--- src/hw/rtl/mwgc_pkg.sv ---
// Package with the shared types, sizes and codes of the median window gain calibrator.
package mwgc_pkg;

    // Window depth and the widths that follow from it.
    localparam int WINDOW = 32;
    localparam int ADDR_W = $clog2(WINDOW);
    localparam int FILL_W = $clog2(WINDOW + 1);
    localparam int GATE_W = FILL_W + 3;

    localparam int SAMPLE_W   = 32;
    localparam int CFG_IDX_W  = 2;
    localparam int CFG_DATA_W = 8;

    typedef logic signed [SAMPLE_W-1:0] sample_t;
    typedef logic [SAMPLE_W-1:0]        mag_t;
    typedef logic [FILL_W-1:0]          fill_t;
    typedef logic [ADDR_W-1:0]          addr_t;
    typedef logic [CFG_IDX_W-1:0]       cfg_idx_t;
    typedef logic [CFG_DATA_W-1:0]      cfg_data_t;

    // Configuration register indexes.
    localparam cfg_idx_t CFG_CALIBRATE_COUNT = 2'd0;
    localparam cfg_idx_t CFG_SPREAD_SHIFT    = 2'd1;
    localparam cfg_idx_t CFG_SHARE_QUARTERS  = 2'd2;

    // Reset values of the configuration registers.
    localparam logic [5:0] CALIBRATE_COUNT_RST = 6'd16;
    localparam logic [3:0] SPREAD_SHIFT_RST    = 4'd2;
    localparam logic [2:0] SHARE_QUARTERS_RST  = 3'd3;

    // Flags from the shared compare unit.
    typedef struct packed {
        logic lt;
        logic eq;
        logic near_hit;
    } cmp_result_t;

endpackage

--- src/hw/rtl/mwgc_if.sv ---
// Handshake interfaces for the sample, result and configuration channels.
interface mwgc_in_if;
    logic             valid;
    logic             ready;
    mwgc_pkg::sample_t ratio_sample;

    modport source (output valid, output ratio_sample, input ready);
    modport sink (input valid, input ratio_sample, output ready);
endinterface

interface mwgc_out_if;
    logic             valid;
    logic             ready;
    logic             is_ready;
    mwgc_pkg::sample_t scale_out;

    modport source (output valid, output is_ready, output scale_out, input ready);
    modport sink (input valid, input is_ready, input scale_out, output ready);
endinterface

interface mwgc_cfg_if;
    logic                valid;
    logic                ready;
    mwgc_pkg::cfg_idx_t  index;
    mwgc_pkg::cfg_data_t data;

    modport source (output valid, output index, output data, input ready);
    modport sink (input valid, input index, input data, output ready);
endinterface

--- src/hw/rtl/mwgc_cmp_unit.sv ---
// Shared compare unit: ordering of two samples and the distance test against a tolerance.
module mwgc_cmp_unit (
    input  mwgc_pkg::sample_t     a,
    input  mwgc_pkg::sample_t     b,
    input  mwgc_pkg::mag_t        tol,
    output mwgc_pkg::cmp_result_t res
);
    import mwgc_pkg::*;

    logic [SAMPLE_W:0] diff;
    logic [SAMPLE_W:0] gap;

    // One wide subtract serves ordering and distance.
    assign diff = {a[SAMPLE_W-1], a} - {b[SAMPLE_W-1], b};
    assign gap  = diff[SAMPLE_W] ? (~diff + 1'b1) : diff;

    assign res.lt       = diff[SAMPLE_W];
    assign res.eq       = (a == b);
    assign res.near_hit = (gap <= {1'b0, tol});

endmodule

--- src/hw/rtl/median_window_gain_calibrator_top.sv ---
// Top level of the median window gain calibrator: window memory, sequencer and outputs.
//
//  channel  | modport | words carried
//  ---------+---------+----------------------------------------------
//  in_ch    | sink    | ratio_sample (signed Q8.24)
//  out_ch   | source  | is_ready, scale_out (signed Q8.24)
//  cfg_ch   | sink    | index, data (calibrate_count, spread_shift, share_quarters)
//
// When no calibration is attempted, a word goes from S_IDLE straight to S_DONE. Otherwise the
// median search loads one candidate at a time and walks the window through the single read
// port of the window memory, up to n candidates for a fill of n, then walks it once more
// for the consistency count unless the median is zero.
// Reset clears the fill, the scale and the sequencer; the window needs no clearing.
// in_ch.ready is high only while the sequencer is idle; a result waiting on out_ch
// holds the sequencer in its last state. cfg_ch is always ready.
module median_window_gain_calibrator_top (
    input  logic       clk,
    input  logic       rst_n,
    mwgc_in_if.sink    in_ch,
    mwgc_out_if.source out_ch,
    mwgc_cfg_if.sink   cfg_ch
);
    import mwgc_pkg::*;

    typedef enum logic [8:0] {
        S_IDLE  = 9'b000000001,
        S_OUTER = 9'b000000010,
        S_CAND  = 9'b000000100,
        S_INNER = 9'b000001000,
        S_EVAL  = 9'b000010000,
        S_MAG   = 9'b000100000,
        S_COUNT = 9'b001000000,
        S_GATE  = 9'b010000000,
        S_DONE  = 9'b100000000
    } state_t;

    state_t state_reg, state_next;

    // Configuration registers.
    logic [5:0] calib_reg;
    logic [3:0] shift_reg;
    logic [2:0] share_reg;

    // Window bookkeeping and calibration state.
    fill_t   fill_reg, fill_next;
    addr_t   slot_reg, slot_next;
    sample_t scale_reg, scale_next;
    logic    ready_flag_reg, ready_flag_next;

    // Scan counters.
    fill_t   cand_idx_reg, cand_idx_next;
    fill_t   scan_idx_reg, scan_idx_next;
    logic    pend_reg, pend_next;
    fill_t   lt_cnt_reg, lt_cnt_next;
    fill_t   eq_cnt_reg, eq_cnt_next;
    fill_t   cons_cnt_reg, cons_cnt_next;

    // Payload registers.
    sample_t cand_reg, cand_next;
    mag_t    tol_reg, tol_next;
    sample_t rdata_reg;

    // Output register.
    logic    out_valid_reg, out_valid_next;
    logic    out_rdy_reg, out_rdy_next;
    sample_t out_scale_reg, out_scale_next;

    // Window memory.
    sample_t window_mem [WINDOW];
    addr_t   rd_addr;
    logic    wr_en;

    cmp_result_t cmp_res;
    logic        in_fire;
    logic        scan_issue;
    logic        scan_done;
    fill_t       fill_new;
    fill_t       med_pos;
    logic [FILL_W:0] rank_hi;
    logic        rank_hit;
    logic [SAMPLE_W:0] cand_ext;
    logic [SAMPLE_W:0] cand_mag;
    logic [GATE_W-1:0] gate_have;
    logic [GATE_W-1:0] gate_need;
    logic        out_load;

    assign in_fire      = in_ch.valid && in_ch.ready;
    assign in_ch.ready  = (state_reg == S_IDLE);
    assign cfg_ch.ready = 1'b1;

    assign out_ch.valid     = out_valid_reg;
    assign out_ch.is_ready  = out_rdy_reg;
    assign out_ch.scale_out = out_scale_reg;

    // Shared compare unit; the second operand is the candidate, which is the median once found.
    mwgc_cmp_unit u_cmp (
        .a   (rdata_reg),
        .b   (cand_reg),
        .tol (tol_reg),
        .res (cmp_res)
    );

    // Window memory with registered read data.
    always_ff @(posedge clk)
    begin
        if (wr_en)
        begin
            window_mem[slot_reg] <= in_ch.ratio_sample;
        end
        rdata_reg <= window_mem[rd_addr];
    end

    // Configuration writes; indexes beyond the list are ignored.
    always_ff @(posedge clk or negedge rst_n)
    begin
        if (!rst_n)
        begin
            calib_reg <= CALIBRATE_COUNT_RST;
            shift_reg <= SPREAD_SHIFT_RST;
            share_reg <= SHARE_QUARTERS_RST;
        end
        else if (cfg_ch.valid && cfg_ch.ready)
        begin
            unique case (cfg_ch.index)
                CFG_CALIBRATE_COUNT: calib_reg <= cfg_ch.data[5:0];
                CFG_SPREAD_SHIFT:    shift_reg <= cfg_ch.data[3:0];
                CFG_SHARE_QUARTERS:  share_reg <= cfg_ch.data[2:0];
                default:             ;
            endcase
        end
    end

    // Helpers for the sequencer.
    assign fill_new   = (fill_reg < FILL_W'(WINDOW)) ? fill_reg + 1'b1 : fill_reg;
    assign scan_issue = (scan_idx_reg < fill_reg);
    assign scan_done  = !scan_issue && !pend_reg;
    assign med_pos    = fill_reg >> 1;
    assign rank_hi    = {1'b0, lt_cnt_reg} + {1'b0, eq_cnt_reg};
    assign rank_hit   = (med_pos >= lt_cnt_reg) && ({1'b0, med_pos} < rank_hi);
    assign cand_ext   = {cand_reg[SAMPLE_W-1], cand_reg};
    assign cand_mag   = cand_ext[SAMPLE_W] ? (~cand_ext + 1'b1) : cand_ext;
    assign gate_have  = GATE_W'({cons_cnt_reg, 2'b00});
    assign gate_need  = GATE_W'(share_reg) * GATE_W'(fill_reg);
    assign out_load   = (state_reg == S_DONE) && (!out_valid_reg || out_ch.ready);

    // Sequencer.
    always_comb
    begin
        state_next      = state_reg;
        fill_next       = fill_reg;
        slot_next       = slot_reg;
        scale_next      = scale_reg;
        ready_flag_next = ready_flag_reg;
        cand_idx_next   = cand_idx_reg;
        scan_idx_next   = scan_idx_reg;
        pend_next       = 1'b0;
        lt_cnt_next     = lt_cnt_reg;
        eq_cnt_next     = eq_cnt_reg;
        cons_cnt_next   = cons_cnt_reg;
        cand_next       = cand_reg;
        tol_next        = tol_reg;
        rd_addr         = '0;
        wr_en           = 1'b0;

        unique case (state_reg)
            S_IDLE:
            begin
                if (in_fire)
                begin
                    wr_en           = 1'b1;
                    slot_next       = (slot_reg == addr_t'(WINDOW - 1)) ? '0 : slot_reg + 1'b1;
                    fill_next       = fill_new;
                    ready_flag_next = 1'b0;
                    cand_idx_next   = '0;
                    if (fill_new >= FILL_W'(calib_reg))
                    begin
                        state_next = S_OUTER;
                    end
                    else
                    begin
                        state_next = S_DONE;
                    end
                end
            end
            S_OUTER:
            begin
                rd_addr    = cand_idx_reg[ADDR_W-1:0];
                state_next = S_CAND;
            end
            S_CAND:
            begin
                cand_next     = rdata_reg;
                scan_idx_next = '0;
                lt_cnt_next   = '0;
                eq_cnt_next   = '0;
                state_next    = S_INNER;
            end
            S_INNER:
            begin
                // Count window entries below and equal to the candidate.
                rd_addr = scan_idx_reg[ADDR_W-1:0];
                if (scan_issue)
                begin
                    scan_idx_next = scan_idx_reg + 1'b1;
                    pend_next     = 1'b1;
                end
                if (pend_reg)
                begin
                    lt_cnt_next = lt_cnt_reg + FILL_W'(cmp_res.lt);
                    eq_cnt_next = eq_cnt_reg + FILL_W'(cmp_res.eq);
                end
                if (scan_done)
                begin
                    state_next = S_EVAL;
                end
            end
            S_EVAL:
            begin
                if (rank_hit)
                begin
                    state_next = S_MAG;
                end
                else
                begin
                    cand_idx_next = cand_idx_reg + 1'b1;
                    state_next    = S_OUTER;
                end
            end
            S_MAG:
            begin
                tol_next      = cand_mag[SAMPLE_W-1:0] >> shift_reg;
                scan_idx_next = '0;
                cons_cnt_next = '0;
                if (cand_reg == '0)
                begin
                    state_next = S_DONE;
                end
                else
                begin
                    state_next = S_COUNT;
                end
            end
            S_COUNT:
            begin
                // Count window entries within the tolerance of the median.
                rd_addr = scan_idx_reg[ADDR_W-1:0];
                if (scan_issue)
                begin
                    scan_idx_next = scan_idx_reg + 1'b1;
                    pend_next     = 1'b1;
                end
                if (pend_reg)
                begin
                    cons_cnt_next = cons_cnt_reg + FILL_W'(cmp_res.near_hit);
                end
                if (scan_done)
                begin
                    state_next = S_GATE;
                end
            end
            S_GATE:
            begin
                if (gate_have >= gate_need)
                begin
                    scale_next      = cand_reg;
                    ready_flag_next = 1'b1;
                end
                state_next = S_DONE;
            end
            S_DONE:
            begin
                if (out_load)
                begin
                    state_next = S_IDLE;
                end
            end
            default:
            begin
                state_next = S_IDLE;
            end
        endcase
    end

    // Output register: loaded when the sequencer finishes, cleared when taken.
    always_comb
    begin
        out_valid_next = out_valid_reg && !out_ch.ready;
        out_rdy_next   = out_rdy_reg;
        out_scale_next = out_scale_reg;
        if (out_load)
        begin
            out_valid_next = 1'b1;
            out_rdy_next   = ready_flag_reg;
            out_scale_next = scale_reg;
        end
    end

    // Control state.
    always_ff @(posedge clk or negedge rst_n)
    begin
        if (!rst_n)
        begin
            state_reg      <= S_IDLE;
            fill_reg       <= '0;
            slot_reg       <= '0;
            scale_reg      <= '0;
            ready_flag_reg <= 1'b0;
            cand_idx_reg   <= '0;
            scan_idx_reg   <= '0;
            pend_reg       <= 1'b0;
            lt_cnt_reg     <= '0;
            eq_cnt_reg     <= '0;
            cons_cnt_reg   <= '0;
            out_valid_reg  <= 1'b0;
        end
        else
        begin
            state_reg      <= state_next;
            fill_reg       <= fill_next;
            slot_reg       <= slot_next;
            scale_reg      <= scale_next;
            ready_flag_reg <= ready_flag_next;
            cand_idx_reg   <= cand_idx_next;
            scan_idx_reg   <= scan_idx_next;
            pend_reg       <= pend_next;
            lt_cnt_reg     <= lt_cnt_next;
            eq_cnt_reg     <= eq_cnt_next;
            cons_cnt_reg   <= cons_cnt_next;
            out_valid_reg  <= out_valid_next;
        end
    end

    // Payload registers.
    always_ff @(posedge clk)
    begin
        cand_reg      <= cand_next;
        tol_reg       <= tol_next;
        out_rdy_reg   <= out_rdy_next;
        out_scale_reg <= out_scale_next;
    end

endmodule
--- src/flat_wrapper.sv ---
// flat-port wrapper written by rule: the top's interface ports become plain ports
module median_window_gain_calibrator_top_flat import mwgc_pkg::*;
  (clk, rst_n, in_ch_valid, in_ch_ratio_sample, in_ch_ready, out_ch_valid, out_ch_is_ready, out_ch_scale_out, out_ch_ready, cfg_ch_valid, cfg_ch_index, cfg_ch_data, cfg_ch_ready);
  mwgc_in_if in_ch_i ();
  mwgc_out_if out_ch_i ();
  mwgc_cfg_if cfg_ch_i ();
  input  logic clk;
  input  logic rst_n;
  input wire logic [$bits(in_ch_i.valid)-1:0] in_ch_valid;
  input wire logic [$bits(in_ch_i.ratio_sample)-1:0] in_ch_ratio_sample;
  output wire logic [$bits(in_ch_i.ready)-1:0] in_ch_ready;
  output wire logic [$bits(out_ch_i.valid)-1:0] out_ch_valid;
  output wire logic [$bits(out_ch_i.is_ready)-1:0] out_ch_is_ready;
  output wire logic [$bits(out_ch_i.scale_out)-1:0] out_ch_scale_out;
  input wire logic [$bits(out_ch_i.ready)-1:0] out_ch_ready;
  input wire logic [$bits(cfg_ch_i.valid)-1:0] cfg_ch_valid;
  input wire logic [$bits(cfg_ch_i.index)-1:0] cfg_ch_index;
  input wire logic [$bits(cfg_ch_i.data)-1:0] cfg_ch_data;
  output wire logic [$bits(cfg_ch_i.ready)-1:0] cfg_ch_ready;
  assign in_ch_i.valid = in_ch_valid;
  assign in_ch_i.ratio_sample = in_ch_ratio_sample;
  assign in_ch_ready = in_ch_i.ready;
  assign out_ch_valid = out_ch_i.valid;
  assign out_ch_is_ready = out_ch_i.is_ready;
  assign out_ch_scale_out = out_ch_i.scale_out;
  assign out_ch_i.ready = out_ch_ready;
  assign cfg_ch_i.valid = cfg_ch_valid;
  assign cfg_ch_i.index = cfg_ch_index;
  assign cfg_ch_i.data = cfg_ch_data;
  assign cfg_ch_ready = cfg_ch_i.ready;
  median_window_gain_calibrator_top u_core (.clk(clk), .rst_n(rst_n), .in_ch(in_ch_i), .out_ch(out_ch_i), .cfg_ch(cfg_ch_i));
endmodule
--- config.mk ---
export PLATFORM = sky130hd
export DESIGN_NAME = median_window_gain_calibrator_top_flat
export DESIGN_NICKNAME = d
export VERILOG_FILES = /design/src/hw/rtl/mwgc_pkg.sv /design/src/hw/rtl/mwgc_if.sv /design/src/hw/rtl/mwgc_cmp_unit.sv /design/src/hw/rtl/median_window_gain_calibrator_top.sv /design/src/flat_wrapper.sv
export SDC_FILE = /design/constraint.sdc
export NUM_CORES = 2
export LEC_CHECK = 0
export ABC_AREA = 1
export BUFFER_PORTS_ARGS = -buffer_cell sky130_fd_sc_hd__buf_2
export CAP_MARGIN = 0
export CORE_ASPECT_RATIO = 0.8
export CORE_MARGIN = 2
export CORE_UTILIZATION = 57
export DETAILED_ROUTE_END_ITERATION = 8
export PLACE_DENSITY = 0.76
export SYNTH_ARGS = -nofsm -noshare
export SYNTH_HDL_FRONTEND = slang
export SYNTH_HIERARCHICAL = 1
export SYNTH_SLANG_ARGS = --single-unit
export TNS_END_PERCENT = 100
--- constraint.sdc ---
create_clock -name clk -period 4.05 [get_ports clk]
set_input_delay 0 -clock clk [delete_from_list [all_inputs] [get_ports clk]]
set_output_delay 0 -clock clk [all_outputs]
set_load 0.02 [all_outputs]
==> metrics.txt <==
endpoint class of the critical path flop; Setup Total Neg Slack -3.58 ns; pins over their slew limit 0; Clock Latency Late Sink 0.77 ns; Die ar. 109,000 um^2; Fin Clk Skew 0.0680 ns; DIE WIDTH 369 um; synth top area cells edfxtp_1 (55%), nand3_1 (11%), nand2_1 (10%); Vias/cell 5.82; worst r2r src u_core/cand_reg[0]; Crit Path Max Fanout 4; Buffers on Ports 79; Synth Flop Type edfxtp_1; Initial DRT Pass Iterations 8; # H-tree levels 3; Register-to-Register Path Depth 34; worst flop-to-flop path endpoint u_core/cons_cnt_reg[4]; unrepaired setup endpoints after global routing yes; Largest register FFs 1,024; most frequent cell after synthesis nand2_1; type of the worst setup path reg -> reg; crit path launch u_core/cand_reg[0]; Synth Register Bits 1,250; status complete, but fails checks; ys async rst share 7.76%; die height 296 um; Most flops, register u_core/window_mem; clock root buffer clkbuf_16; core area 106,000 um^2; Worst-path clk slew 0.06 ns; via count of the first global-routing pass 43,700; cell mode on critical path nand2_1; Final nets 6,833; Distinct cells, synth 60; Fmax 210 MHz; Crit path largest cell delay 0.61 ns; Slew @ Worst Pin 1.09 ns; VDD IR max 0.411 mV; CTS max path bufs 3; P_leak 30.0 nW; initial drt markers 6,142; slowest CP cell fa_2; setup slack after layout -0.706 ns; largest net degree at the start of global routing 177; number of synthesized flops with an enable pin 1,121; WHS 0.115 ns; Total Wirelength 176 mm; Post-Syn Instances 6,354; most frequent cells after synthesis nand2_1 (1,639), nand3_1 (1,380), edfxtp_1 (1,121); YS warnings 6; total global-route track usage 31.7%; CTS tree built; share of cells above drive strength 1 11.7%; Max-cap violations 0; worst hold path class in -> reg; Final Cycle Share 117%; IO Pins 83; post-synth top area share 55.3%; Worst EP arrival 5.34 ns; DRC 0; GPL Wtd Cong 0.980; Worst Setup EP u_core/cons_cnt_reg[4]; syn nets 6,528; mapped cell area 60,900 um^2; Final min period 4.76 ns; first-pass GRT wire length 263 mm; Mapped Avg Cell Area 9.58 um^2; Place WS -0.741 ns; # setup viols final 6; Data required, critical path 4.63 ns; P per Cell Area 444 nW/um^2; Core Rows 107; reg2reg setup slack -0.71 ns; Final Hold Fails 0; GR Overflow Total 0; Via Count 47,600; area grow syn2layout 14.9%; Seq/Total Area, Yosys 60.3%; post-DP HPWL 103 mm; Synth area leader edfxtp_1; routed length per instance 21.5 um; Worst slew margin 27.2%; failing checks negative setup slack; initial antenna violation count 12; Starting Density 57.4%; clk sink count 1,250; crit path launch type flop; Total Power 0.0310 W; DRT antenna net count 0; CTS Buf Count 118
==> worst max-delay path, delay by kind of cell (launching register included) <==
family,cells,cell delay (ns)
AO/OA/AOI/OAI,2,0.17
XOR/XNOR,2,0.30
adder cells (fa/ha/maj),6,1.60
buffers and inverters,2,0.08
flip-flops,1,0.45
AND/OR/NAND/NOR,22,2.02
==> cell type report <==
cell class,instances,area (um^2)
flip-flops and latches,1250,36700
clock buffers,147,3120
multi-input cells,3888,19700
clock inverters,74,866
inverters,899,3380
diodes,4,10.0
well taps,1417,1770
fillers,8093,36200
repair buffers,502,4340
==> timing repair <==
item,4_1_cts,5_1_grt
hold buffers,58,0
buffers inserted,5,4
gates resized for setup,16,35
endpoints found under the hold margin,1153,0
pin swaps,17,22
cloned,0,1
endpoints found under the setup margin,6,38
==> routing by layer <==
metal / GRT usage (%) / vias to the layer above / routed length [um]
met4: 11.0 / 12 / 6320
met5: 0 / - / 80
li1: - / 21800 / -
met2: 47.2 / 2861 / 76200
met3: 6.55 / 414 / 20900
met1: 46.4 / 22500 / 72500
==> per-stage QoR <==
stage	cells	area [um^2]	utilization [%]
after floorplan	6354	61000	-
after global placement	7888	65000	61.2
after global routing	8179	69900	65.9
after CTS	8172	69700	65.7
final	8181	69900	65.9
after detailed placement	7888	65000	61.2
==> how the worst min path moves through the flow <==
| stage | end | slack (ns) | cells after the start | start |
|---|---|---|---|---|
| detailed placement | u_core/scan_idx_reg[5] | 0.09 | 1 | rst_n |
| floorplan | u_core/calib_reg[0] | -0.30 | 0 | rst_n |
| global route | u_core/shift_reg[1] | 0.10 | 4 | cfg_ch_data[1] |
| global placement | u_core/fill_reg[3] | 0.1 | 1 | rst_n |
| finish | u_core/shift_reg[1] | 0.12 | 4 | cfg_ch_data[1] |
| CTS | u_core/shift_reg[3] | 0.05 | 4 | cfg_ch_data[3] |
==> cells in the final DEF, fill, tap and decap left out, types with 43 or more instances in the layout <==
cell type      instances
o21ai_0               87
ha_1                 113
dfrtp_1               92
nand3_1             1377
xor2_1                43
nand2_1             1628
buf_4                317
edfxtp_1            1121
buf_2                 78
clkbuf_16            121
nand3b_1             151
nor2_1               155
buf_12                46
a21oi_1               62
dlygate4sd3_1         57
inv_1                880
==> logic make-up (layout without fill, tap and decap cells) <==
kind of cell,after synthesis,after routing,share of synthesized area [%]
AO/OA/AOI/OAI,209,209,1.94
XOR/XNOR,59,59,0.849
adder cells (fa/ha/maj),127,127,2.70
buffers and inverters,1216,1622,8.26
flip-flops,1250,1250,60.3
other,1,5,0.00616
AND/OR/NAND/NOR,3492,3492,25.9
==> report_power, final <==
part	internal, W	leakage (nW)	total [W]	switching [W]
Clock	0.00652	1.93	0.0115	0.00497
Sequential	0.0146	11.7	0.0148	0.000225
Combinational	0.00165	16.4	0.00475	0.00310
Power figures use the tool's default switching activity.
